===== src/rtl/mhpq_pkg.sv =====
package mhpq_pkg;
   localparam int KeyWidth = 32;
   localparam int TagWidth = 16;
   localparam int EntryWidth = KeyWidth + TagWidth;

   typedef enum logic [1:0] {
      CMD_APPEND = 2'd0,
      CMD_BUILD  = 2'd1,
      CMD_READ   = 2'd2,
      CMD_DELETE = 2'd3
   } command_type;

   typedef enum logic [1:0] {
      ST_OK        = 2'd0,
      ST_BAD_INDEX = 2'd1,
      ST_FULL      = 2'd2
   } status_type;

   typedef struct packed {
      logic signed [KeyWidth-1:0] key;
      logic [TagWidth-1:0]        tag;
   } entry_type;
endpackage


===== src/rtl/mhpq_if.sv =====
interface mhpq_req_if #(parameter int IndexWidth = 7);
   logic valid;
   logic ready;
   mhpq_pkg::command_type command;
   logic signed [mhpq_pkg::KeyWidth-1:0] key;
   logic [mhpq_pkg::TagWidth-1:0] tag;
   logic [IndexWidth-1:0] entry_index;
   modport source (output valid, command, key, tag, entry_index, input ready);
   modport sink (input valid, command, key, tag, entry_index, output ready);
endinterface


===== src/rtl/mhpq_rsp_if.sv =====
interface mhpq_rsp_if #(parameter int IndexWidth = 7);
   logic valid;
   logic ready;
   logic signed [mhpq_pkg::KeyWidth-1:0] out_key;
   logic [mhpq_pkg::TagWidth-1:0] out_tag;
   logic [IndexWidth-1:0] entry_count;
   mhpq_pkg::status_type status;
   modport source (output valid, out_key, out_tag, entry_count, status, input ready);
   modport sink (input valid, out_key, out_tag, entry_count, status, output ready);
endinterface


===== src/rtl/max_heap_priority_queue_core.sv =====
// Binary max-heap of CAPACITY entries (signed Q16.16 key, 16-bit tag) held in one
// single-port-read RAM with a registered read. Append writes the entry at the end of
// the heap; read fetches the entry at the given index. Build, and delete (last entry
// moved into the slot, then a full rebuild), sift down every parent from size/2 to 1;
// each sift step reads parent, left and right child (one read per cycle) and writes
// back up to two entries. One request is processed at a time; a new request is taken
// only once the response has been accepted.
module max_heap_priority_queue_core #(
   parameter int CAPACITY = 64
) (
   input logic clock,
   input logic reset,
   mhpq_req_if.sink   req,
   mhpq_rsp_if.source rsp
);
   localparam int AW = $clog2(CAPACITY);
   localparam int SW = $clog2(CAPACITY + 1);
   localparam int XW = SW + 1;

   typedef enum logic [10:0] {
      S_IDLE   = 11'b00000000001,
      S_RDWAIT = 11'b00000000010,
      S_MOVE   = 11'b00000000100,
      S_BSTART = 11'b00000001000,
      S_RP     = 11'b00000010000,
      S_RL     = 11'b00000100000,
      S_RR     = 11'b00001000000,
      S_CMP    = 11'b00010000000,
      S_WR2    = 11'b00100000000,
      S_RESP   = 11'b01000000000,
      S_MVWAIT = 11'b10000000000
   } state_type;

   state_type state_ff, state_in;
   logic [SW-1:0] size_ff, size_in;
   logic [SW-1:0] outer_ff, outer_in;
   logic [SW-1:0] slot_ff, slot_in;
   logic [SW-1:0] big_ff, big_in;
   mhpq_pkg::entry_type par_ff, par_in, lc_ff, lc_in, rc_ff, rc_in;
   mhpq_pkg::entry_type ent_ff, ent_in;
   logic [SW-1:0] idx_ff, idx_in;
   logic rsp_valid_ff, rsp_valid_in;
   mhpq_pkg::entry_type rsp_ent_ff, rsp_ent_in;
   logic [SW-1:0] rsp_cnt_ff, rsp_cnt_in;
   mhpq_pkg::status_type rsp_st_ff, rsp_st_in;

   logic wr_en;
   logic [AW-1:0] wr_addr, rd_addr;
   mhpq_pkg::entry_type wr_data, rd_data;

   mhpq_ram #(.Width(mhpq_pkg::EntryWidth), .Depth(CAPACITY)) u_ram (
      .clock(clock), .wr_en(wr_en), .wr_addr(wr_addr), .wr_data(wr_data),
      .rd_addr(rd_addr), .rd_data(rd_data)
   );

   logic [XW-1:0] lc_slot, rc_slot;
   logic [SW-1:0] slot_m1;
   assign lc_slot = {slot_ff, 1'b0};
   assign rc_slot = lc_slot + XW'(1);
   assign slot_m1 = slot_ff - SW'(1);

   function automatic logic [AW-1:0] adr(input logic [XW-1:0] s);
      logic [XW-1:0] t;
      t = s - XW'(1);
      return t[AW-1:0];
   endfunction

   assign req.ready = (state_ff == S_IDLE) && !rsp_valid_ff;
   assign rsp.valid = rsp_valid_ff;
   assign rsp.out_key = rsp_ent_ff.key;
   assign rsp.out_tag = rsp_ent_ff.tag;
   assign rsp.entry_count = rsp_cnt_ff;
   assign rsp.status = rsp_st_ff;

   always_comb begin
      state_in = state_ff;
      size_in = size_ff;
      outer_in = outer_ff;
      slot_in = slot_ff;
      big_in = big_ff;
      par_in = par_ff;
      lc_in = lc_ff;
      rc_in = rc_ff;
      ent_in = ent_ff;
      idx_in = idx_ff;
      rsp_valid_in = rsp_valid_ff && !rsp.ready;
      rsp_ent_in = rsp_ent_ff;
      rsp_cnt_in = rsp_cnt_ff;
      rsp_st_in = rsp_st_ff;
      wr_en = 1'b0;
      wr_addr = '0;
      wr_data = ent_ff;
      rd_addr = '0;
      unique case (state_ff)
         S_IDLE: begin
            if (req.valid && req.ready) begin
               ent_in.key = req.key;
               ent_in.tag = req.tag;
               idx_in = SW'(req.entry_index);
               rsp_ent_in = '0;
               rsp_st_in = mhpq_pkg::ST_OK;
               unique case (req.command)
                  mhpq_pkg::CMD_APPEND: begin
                     if (size_ff >= SW'(CAPACITY)) begin
                        rsp_st_in = mhpq_pkg::ST_FULL;
                     end else begin
                        wr_en = 1'b1;
                        wr_addr = size_ff[AW-1:0];
                        wr_data.key = req.key;
                        wr_data.tag = req.tag;
                        size_in = size_ff + SW'(1);
                     end
                     state_in = S_RESP;
                  end
                  mhpq_pkg::CMD_BUILD: state_in = S_BSTART;
                  default: begin
                     if (req.entry_index == '0 || SW'(req.entry_index) > size_ff) begin
                        rsp_st_in = mhpq_pkg::ST_BAD_INDEX;
                        state_in = S_RESP;
                     end else if (req.command == mhpq_pkg::CMD_READ) begin
                        rd_addr = adr(XW'(req.entry_index));
                        state_in = S_RDWAIT;
                     end else begin
                        rd_addr = adr(XW'(size_ff));
                        state_in = S_MVWAIT;
                     end
                  end
               endcase
            end
         end
         S_RDWAIT: begin
            rsp_ent_in = rd_data;
            state_in = S_RESP;
         end
         S_MVWAIT: begin
            rd_addr = adr(XW'(size_ff));
            state_in = S_MOVE;
         end
         S_MOVE: begin
            wr_en = 1'b1;
            wr_addr = adr(XW'(idx_ff));
            wr_data = rd_data;
            size_in = size_ff - SW'(1);
            state_in = S_BSTART;
         end
         S_BSTART: begin
            outer_in = size_ff >> 1;
            slot_in = size_ff >> 1;
            state_in = ((size_ff >> 1) == '0) ? S_RESP : S_RP;
         end
         S_RP: begin
            if (slot_ff > (size_ff >> 1)) begin
               outer_in = outer_ff - SW'(1);
               slot_in = outer_ff - SW'(1);
               if (outer_ff == SW'(1)) state_in = S_RESP;
            end else begin
               rd_addr = slot_m1[AW-1:0];
               state_in = S_RL;
            end
         end
         S_RL: begin
            par_in = rd_data;
            rd_addr = adr(lc_slot);
            state_in = S_RR;
         end
         S_RR: begin
            lc_in = rd_data;
            rd_addr = adr(rc_slot);
            state_in = S_CMP;
         end
         S_CMP: begin
            logic use_r;
            mhpq_pkg::entry_type b;
            rc_in = rd_data;
            use_r = (rc_slot <= XW'(size_ff)) && (lc_ff.key < rd_data.key);
            b = use_r ? rd_data : lc_ff;
            big_in = use_r ? rc_slot[SW-1:0] : lc_slot[SW-1:0];
            if (par_ff.key < b.key) begin
               wr_en = 1'b1;
               wr_addr = slot_m1[AW-1:0];
               wr_data = b;
               rc_in = par_ff;
               state_in = S_WR2;
            end else begin
               outer_in = outer_ff - SW'(1);
               slot_in = outer_ff - SW'(1);
               state_in = (outer_ff == SW'(1)) ? S_RESP : S_RP;
            end
         end
         S_WR2: begin
            wr_en = 1'b1;
            wr_addr = adr(XW'(big_ff));
            wr_data = rc_ff;
            slot_in = big_ff;
            state_in = S_RP;
         end
         S_RESP: begin
            rsp_valid_in = 1'b1;
            rsp_cnt_in = size_ff;
            state_in = S_IDLE;
         end
         default: state_in = S_IDLE;
      endcase
   end

   always_ff @(posedge clock) begin
      if (reset) begin
         state_ff <= S_IDLE;
         size_ff <= '0;
         rsp_valid_ff <= 1'b0;
      end else begin
         state_ff <= state_in;
         size_ff <= size_in;
         rsp_valid_ff <= rsp_valid_in;
      end
      outer_ff <= outer_in;
      slot_ff <= slot_in;
      big_ff <= big_in;
      par_ff <= par_in;
      lc_ff <= lc_in;
      rc_ff <= rc_in;
      ent_ff <= ent_in;
      idx_ff <= idx_in;
      rsp_ent_ff <= rsp_ent_in;
      rsp_cnt_ff <= rsp_cnt_in;
      rsp_st_ff <= rsp_st_in;
   end
endmodule


===== src/rtl/mhpq_ram.sv =====
module mhpq_ram #(
   parameter int Width = 8,
   parameter int Depth = 64
) (
   input  logic                     clock,
   input  logic                     wr_en,
   input  logic [$clog2(Depth)-1:0] wr_addr,
   input  logic [Width-1:0]         wr_data,
   input  logic [$clog2(Depth)-1:0] rd_addr,
   output logic [Width-1:0]         rd_data
);
   logic [Width-1:0] mem [Depth];
   logic [Width-1:0] rd_data_ff;

   always_ff @(posedge clock) begin
      if (wr_en) begin
         mem[wr_addr] <= wr_data;
      end
      rd_data_ff <= mem[rd_addr];
   end

   assign rd_data = rd_data_ff;
endmodule

===== src/flat_wrapper.sv =====
// flat-port wrapper written by rule: the top's interface ports become plain ports
module max_heap_priority_queue_core_flat 
#(
   parameter int CAPACITY = 64
)
  (clock, reset, req_valid, req_command, req_key, req_tag, req_entry_index, req_ready, rsp_valid, rsp_out_key, rsp_out_tag, rsp_entry_count, rsp_status, rsp_ready);
  mhpq_req_if req_i ();
  mhpq_rsp_if rsp_i ();
  input logic clock;
  input logic reset;
  input wire logic [$bits(req_i.valid)-1:0] req_valid;
  input wire logic [$bits(req_i.command)-1:0] req_command;
  input wire logic [$bits(req_i.key)-1:0] req_key;
  input wire logic [$bits(req_i.tag)-1:0] req_tag;
  input wire logic [$bits(req_i.entry_index)-1:0] req_entry_index;
  output wire logic [$bits(req_i.ready)-1:0] req_ready;
  output wire logic [$bits(rsp_i.valid)-1:0] rsp_valid;
  output wire logic [$bits(rsp_i.out_key)-1:0] rsp_out_key;
  output wire logic [$bits(rsp_i.out_tag)-1:0] rsp_out_tag;
  output wire logic [$bits(rsp_i.entry_count)-1:0] rsp_entry_count;
  output wire logic [$bits(rsp_i.status)-1:0] rsp_status;
  input wire logic [$bits(rsp_i.ready)-1:0] rsp_ready;
  assign req_i.valid = req_valid;
  assign req_i.command = req_command;
  assign req_i.key = req_key;
  assign req_i.tag = req_tag;
  assign req_i.entry_index = req_entry_index;
  assign req_ready = req_i.ready;
  assign rsp_valid = rsp_i.valid;
  assign rsp_out_key = rsp_i.out_key;
  assign rsp_out_tag = rsp_i.out_tag;
  assign rsp_entry_count = rsp_i.entry_count;
  assign rsp_status = rsp_i.status;
  assign rsp_i.ready = rsp_ready;
  max_heap_priority_queue_core #(.CAPACITY(CAPACITY)) u_core (.clock(clock), .reset(reset), .req(req_i), .rsp(rsp_i));
endmodule

===== config.mk =====
export PLATFORM = sky130hd
export DESIGN_NAME = max_heap_priority_queue_core_flat
export DESIGN_NICKNAME = d
export VERILOG_FILES = /design/src/rtl/mhpq_pkg.sv /design/src/rtl/mhpq_if.sv /design/src/rtl/mhpq_rsp_if.sv /design/src/rtl/max_heap_priority_queue_core.sv /design/src/rtl/mhpq_ram.sv /design/src/flat_wrapper.sv
export SDC_FILE = /design/constraint.sdc
export NUM_CORES = 2
export LEC_CHECK = 0
export ABC_AREA = 1
export BUFFER_PORTS_ARGS = -buffer_cell sky130_fd_sc_hd__buf_4
export CORE_MARGIN = 2
export CORE_UTILIZATION = 45
export CTS_CLUSTER_SIZE = 14
export DETAILED_ROUTE_END_ITERATION = 7
export HOLD_SLACK_MARGIN = 0.06
export SYNTH_ARGS = -nofsm -noshare
export SYNTH_HDL_FRONTEND = slang
export SYNTH_SLANG_ARGS = --single-unit
export TNS_END_PERCENT = 1

===== constraint.sdc =====
create_clock -name clock -period 7 [get_ports clock]
set_clock_uncertainty 0.1 [all_clocks]
set_input_delay 1.05 -clock clock [delete_from_list [all_inputs] [get_ports clock]]
set_output_delay 1.05 -clock clock [all_outputs]
set_load 0.01 [all_outputs]

# Yosys cells after proc, flatten, opt, wreduce, memory -nomap -nowiden
# Memories as Yosys holds them, arrays and structs flattened. A register that Yosys moved wholly into a read port is not among the register bits.
# Cells that the tools add are included.
[totals]
memories = 1
in_bits = 61
word_cells = 130
ff_bits = 295
mem_bits_rw = 3072
[op_classes]
n_mux = 50
eq_ne = 20
n_reduce_logical = 22
add_sub_neg = 11
order_cmp = 6
[mem_list]
columns = ["name", "depth", "word_bits", "rd", "rd_ports_with_merged_regs", "write_ports", "line", "text"]
rows = [
  ["u_core.u_ram.mem", 64, 48, 1, 1, 1, "mhpq_ram.sv:12", "logic [Width-1:0] mem [Depth];"],
]
[ops]
columns = ["op", "n"]
rows = [
  ["two-way mux 48 bit", 7],
  ["one-hot mux 48 bit (4 select lines)", 1],
  ["one-hot mux 11 bit (10 select lines)", 1],
  ["one-hot mux 48 bit (2 select lines)", 1],
  ["two-way mux 11 bit", 6],
  ["< comparator 32 bit", 2],
  ["two-way mux 6 bit", 9],
  ["two-way mux 7 bit", 6],
  ["subtractor 6 x 1 -> 6 bit, second input constant", 7],
  ["one-hot mux 6 bit (5 select lines)", 1],
  ["one-hot mux 7 bit (4 select lines)", 1],
  ["one-hot mux 6 bit (4 select lines)", 1],
  ["one-hot mux 11 bit (2 select lines)", 1],
  ["one-hot mux 7 bit (3 select lines)", 1],
  ["two-way mux 10 bit", 2],
  ["logical NOT 7 bit", 2],
  ["one-hot mux 7 bit (2 select lines)", 1],
  ["subtractor 7 x 1 -> 7 bit, second input constant", 2],
  ["equality test 11 x 1 -> 1 bit, second input constant", 1],
  ["equality test 11 x 10 -> 1 bit, second input constant", 1],
  ["equality test 11 bit, second input constant", 1],
  ["equality test 11 x 2 -> 1 bit, second input constant", 1],
  ["equality test 11 x 3 -> 1 bit, second input constant", 1],
  ["equality test 11 x 4 -> 1 bit, second input constant", 1],
  ["32 further kinds", 51],
]

# Logic depth before layout (Yosys ltp)
[depth]
depth_word = 9
depth_mapped = 37
depth_no_buf = 35

# By module
# From an unflattened synthesis, not the netlist that was laid out.
[unflattened]
hier_cells = 11874
area_unflattened_um2 = 140633.6
[by_module_without_submodules]
columns = ["module", "area_per_inst_um2", "cells_per_inst", "instances"]
rows = [
  ["mhpq_ram", 124330.5, 10108, 1],
  ["max_heap_priority_queue_core", 16303.1, 1766, 1],
]

# Worst setup path after synthesis
# OpenSTA, ideal clock, no wires.
[synth_timing]
kind = "register to register"
from = "reg u_core.size_ff[3]"
to = "mem u_core.u_ram.mem[50][0] in the netlist's numbering, enable pin"
setup_slack_ns = 0.623
path_stages_with_launch = 27
synth_period_minus_slack_ns = 6.377
arrival_time_ns = 5.823
required_time_ns = 6.446
path_buffers = 1
cell_sequence = "dfxtp_1 -> clkinv_1 -> ha_1 -> nand2_1 -> inv_1 -> nand4_1 -> o21ai_0 -> nand3_4 -> inv_2 -> clkbuf_1 -> nand2_1 -> o21ai_0 -> ha_1 -> a21oi_1 -> nor2_1 -> a211oi_1 -> o221ai_1 -> nand2_1 -> o2111a_1 -> nand2_1 -> nand2_2 -> nand3_1 -> nand3_1 -> inv_1 -> nor2_1 -> nand2_1 -> nor2_1"
[synth_between]
elab_chain_cells = 8
word_cells_on_any_way = 17
[synth_lines]
columns = ["item", "line", "text"]
rows = [
  ["from (decl)", "max_heap_priority_queue_core.sv:35", "logic [SW-1:0] size_ff, size_in;"],
  ["from (signal assigned)", "max_heap_priority_queue_core.sv:213", "size_ff <= size_in;"],
  ["<= comparator 8 x 7 -> 1 bit", "max_heap_priority_queue_core.sv:175", "use_r = (rc_slot <= XW'(size_ff)) && (lc_ff.key < rd_data.key);"],
  ["logical AND 1 bit", "max_heap_priority_queue_core.sv:175", ""],
  ["two-way mux 48 bit", "max_heap_priority_queue_core.sv:176", "b = use_r ? rd_data : lc_ff;"],
  ["< comparator 32 bit", "max_heap_priority_queue_core.sv:178", "if (par_ff.key < b.key) begin"],
  ["two-way mux 1 bit", "max_heap_priority_queue_core.sv:178", ""],
  ["one-hot mux 1 bit (3 select lines)", "max_heap_priority_queue_core.sv:94", "unique case (state_ff)"],
  ["two-way mux 1 bit", "mhpq_ram.sv:16", "if (wr_en) begin"],
  ["two-way mux 1 bit (not written as such)", "mhpq_ram.sv:17", "mem[wr_addr] <= wr_data;"],
  ["to (decl)", "mhpq_ram.sv:12", ""],
]
# Parallel ways exist; a longest one is shown, timed or not.

# Final worst setup path
[layout_timing]
from = "reg u_core.u_ram.rd_data_ff[18], in the netlist u_core.u_ram.rd_data[18], read port of u_core.u_ram.mem"
to = "mem u_core.u_ram.mem[12][23] in the netlist's numbering, enable pin"
[layout_between]
elab_chain_cells = 8
word_cells_on_any_way = 10
[layout_lines]
columns = ["item", "line", "text"]
rows = [
  ["from (decl)", "mhpq_ram.sv:13", "logic [Width-1:0] rd_data_ff;"],
  ["< comparator 32 bit", "max_heap_priority_queue_core.sv:175", ""],
  ["logical AND 1 bit", "max_heap_priority_queue_core.sv:175", ""],
  ["two-way mux 48 bit (*)", "max_heap_priority_queue_core.sv:176", ""],
  ["< comparator 32 bit (*)", "max_heap_priority_queue_core.sv:178", ""],
  ["two-way mux 1 bit", "max_heap_priority_queue_core.sv:178", ""],
  ["one-hot mux 1 bit (3 select lines)", "max_heap_priority_queue_core.sv:94", ""],
  ["two-way mux 1 bit", "mhpq_ram.sv:16", ""],
  ["two-way mux 1 bit (not written as such)", "mhpq_ram.sv:17", ""],
]
# Mark *: on every way between the ends. The rest lies on a longest branch, timed or not.

==> results.py <==
metrics = {
    "finish": {
        "final_common_cell": "edfxtp_1",
        "fin_nets": 11900,
        "final_area_um2": 164000,
        "post-route-util": 0.521,
        "drive_gt1_frac": 0.105,
        "layout_common_cells": "3,348 x edfxtp_1, 1,774 x inv_1, 1,478 x a21oi_1, 1,216 x o21ai_0, 600 x nand2_1",
        "syn2layout_area_growth_pct": 15.2,
    },
    "clock_network": {
        "cts.sinks": 3415,
        "htreeDepth": 5,
        "cts_tree": "built",
        "clockRootBuffer": "clkbuf_16",
        "cts_resized": 0,
        "cts_buffers": 356,
        "clkLatencyLatePin_ps": 940,
        "ctsHoldBuffers": 0,
        "cts_max_path_buffers": 4,
        "clk_pin_slew_ps": 60,
        "postCtsSetupRepairBufs": 0,
    },
    "synth": {
        "synth-seq-cells": 3415,
        "ys_seq_area_frac": 0.716,
        "avgSynthCellArea_um2": 12.3,
        "synth-compound-area-share": 0.142,
        "synth-xor-area-share": 0.00111,
        "yosys.area_share.simple": 0.0604,
        "synth_nets": 11700,
        "synth_warnings": 0,
        "muxShareOfSynthArea": 0,
        "synth_top_family_by_area": "compound AO/OA/AOI/OAI gates",
        "netlist_instances": 11500,
        "synthAdderAreaFrac": 0.00771,
        "ys_types": 61,
        "netlist_area_um2": 142000,
    },
    "timing": {
        "relSlewSlack": 0.312,
        "rsz0062_at_grt": "no",
        "fmax_mhz": 152,
        "layout_min_cycle_time_ps": 6590,
        "slew_viol_final": 0,
        "hold_violations": 0,
        "worst_pin_slew_ps": 1030,
        "fin_tns_setup_ps": 0,
        "setup_viol": 0,
        "finalCritPeriodShare": 0.941,
    },
    "global_route": {
        "grt_overflow_total": 0,
        "grt_max_degree": 192,
        "grt_first_pass_wirelength_um": 590000,
        "gr-usage-all-layers": 0.243,
        "grt_pass1_vias": 87900,
        "antenna_found_initial": 9,
    },
    "setup_path": {
        "reg2regPathDepth": 34,
        "critical_path_required_ps": 7460,
        "critPathBufInv": 8,
        "path_class": "flop to flop",
        "critPathCaptureType": "flop",
        "crit_arrival_ps": 7050,
        "max_stage_delay_ps": 400,
        "cp-start-kind": "flop",
        "cp_common_cell": "nand2_1",
        "cp.depth": 34,
        "path_max_fanout": 48,
        "slowest_stage": "ha_1",
        "crit_family": "simple AND/OR/NAND/NOR gates",
    },
    "placed_design": {
        "gp_congestion": 0.896,
        "numPortBuffers": 119,
        "place_hpwl_um": 240000,
        "place_area_um2": 152000,
    },
    "die": {
        "die_w_um": 566,
        "die_h_um": 566,
        "dieArea_um2": 321000,
        "rows": 206,
        "initial_core_util": 0.452,
        "core_area_um2": 315000,
        "io_pins": 120,
    },
    "run_status": {
        "status": "finished clean",
    },
    "routing": {
        "wl_per_cell_um": 24.7,
        "drtPass1Iterations": 6,
        "wirelength_um": 400000,
        "num_vias": 92300,
        "dr.first_iter.drc_count": 11700,
        "via_per_inst": 5.70,
        "drc_errors": 0,
        "ant_nets": 0,
    },
    "power": {
        "worst_ir_drop_vdd_mv": 0.530,
        "powerDensity_nw_per_um2": 416,
        "power_leakage_nw": 59.2,
    },
    "min_path": {
        "whs_path_depth": 1,
        "hold_class": "input pin to flop",
    },
    "job": {
        "maxCapViolCount": 0,
    },
}
-- synthesized netlist by cell type (all sizes together) --
master,n,area share
o2111a,1,0.000079
o211ai,168,0.0089
o22ai,3,0.00018
o21a,3,0.00016
xor2,15,0.00092
xnor2,3,0.00018
o31ai,4,0.00021
nor4,4,0.00033
nand4,21,0.00092
or3,280,0.012
a211oi,3,0.00016
nor3,252,0.0089
edfxtp,3348,0.71
and2,2,0.000088
or2,2,0.000088
fa,1,0.00014
o21ai,1605,0.057
ha,86,0.0076
a221oi,5,0.00048
a22oi,1,0.000053
a2111oi,1,0.000062
nand3b,48,0.0025
and3,2,0.000088
nand2,608,0.016
buf,314,0.014
dfxtp,67,0.0094
o221ai,55,0.0034
inv,1801,0.048
nor2,323,0.0092
nor4b,1,0.000062
o311ai,236,0.015
a21oi,1527,0.054
a31oi,5,0.00022
clkbuf,431,0.011
o2111ai,49,0.0030
nand3,269,0.0096
clkinv,4,0.00011
-- worst paths after layout --
kind / startpoint / to / slack (ps)
max: u_core.u_ram.rd_data[18] / u_core.u_ram.mem[12][23] / 410
min: req_key[19] / u_core.ent_ff[35] / 190
max reg2reg: u_core.u_ram.rd_data[18] / u_core.u_ram.mem[12][23] / 410
min reg2reg: u_core.u_ram.rd_data[17] / u_core.par_ff[17] / 350
-- sequential cells by signal, indices dropped and copies added (netlist names), 11 cells and up --
| register | cells |
|---|---|
| u_core.par_ff | 48 |
| u_core.state_ff | 11 |
| u_core.u_ram.rd_data | 48 |
| u_core.rc_ff | 48 |
| u_core.ent_ff | 48 |
| u_core.u_ram.mem | 3072 |
| u_core.rsp.out_tag | 16 |
| u_core.lc_ff | 48 |
| u_core.rsp.out_key | 32 |
-- metal layers --
layer | global-route usage | up-vias | part of all wire
met2 | 0.379 | 4255 | 0.46
met1 | 0.357 | 45600 | 0.43
met5 | 0 | - | 0.000070
li1 | - | 42000 | -
met3 | 0.0404 | 538 | 0.090
met4 | 0.0564 | 4 | 0.022
-- cell type report --
type	count	area [um^2]
multi-input cells	5583	31100
clock buffers	431	9360
diodes	6	15.0
repair buffers	566	7080
well taps	4160	5200
fillers	26400	151000
inverters	1805	6810
flip-flops and latches	3415	102000
clock inverters	222	2470
-- worst register-to-register path: cells and delay by family (launching register included) --
| kind | cells | cell delay [ps] |
|---|---|---|
| DFF | 1 | 360 |
| AOI/OAI and AO/OA | 1 | 190 |
| and+or+nand+nor | 23 | 3240 |
| adders and majority gates | 2 | 720 |
| buffers and inverters | 8 | 1560 |
-- kinds of logic (layout without fill, tap and decap cells) --
family | Yosys count | count (layout)
DFF | 3415 | 3415
AOI/OAI and AO/OA | 3666 | 3666
and+or+nand+nor | 1812 | 1812
xor gates and xnor gates | 18 | 18
buffers and inverters | 2550 | 3024
adders and majority gates | 87 | 87
other | 0 | 6
-- where the power goes --
part,leakage [nW],internal (W),total [W],switching (W)
Sequential,30.8,0.0297,0.0300,0.000299
Combinational,22.6,0.00501,0.0190,0.0139
Clock,5.78,0.0111,0.0192,0.00808
-- metrics by stage --
step / setup slack (ps) / hold WS (ps) / total power, W / cells
final: 413 / 193 / 0.0681 / 16200
after detailed placement: 440 / 338 / 0.0492 / 15500
after global routing: 8.81 / 144 / 0.0704 / 16200
after CTS: 336 / 126 / 0.0683 / 16200
after global placement: 281 / 330 / 0.0488 / 15500
after floorplan: 623 / 326 / 0.0384 / 11500
No activity file was read; power rests on OpenSTA's default activity.
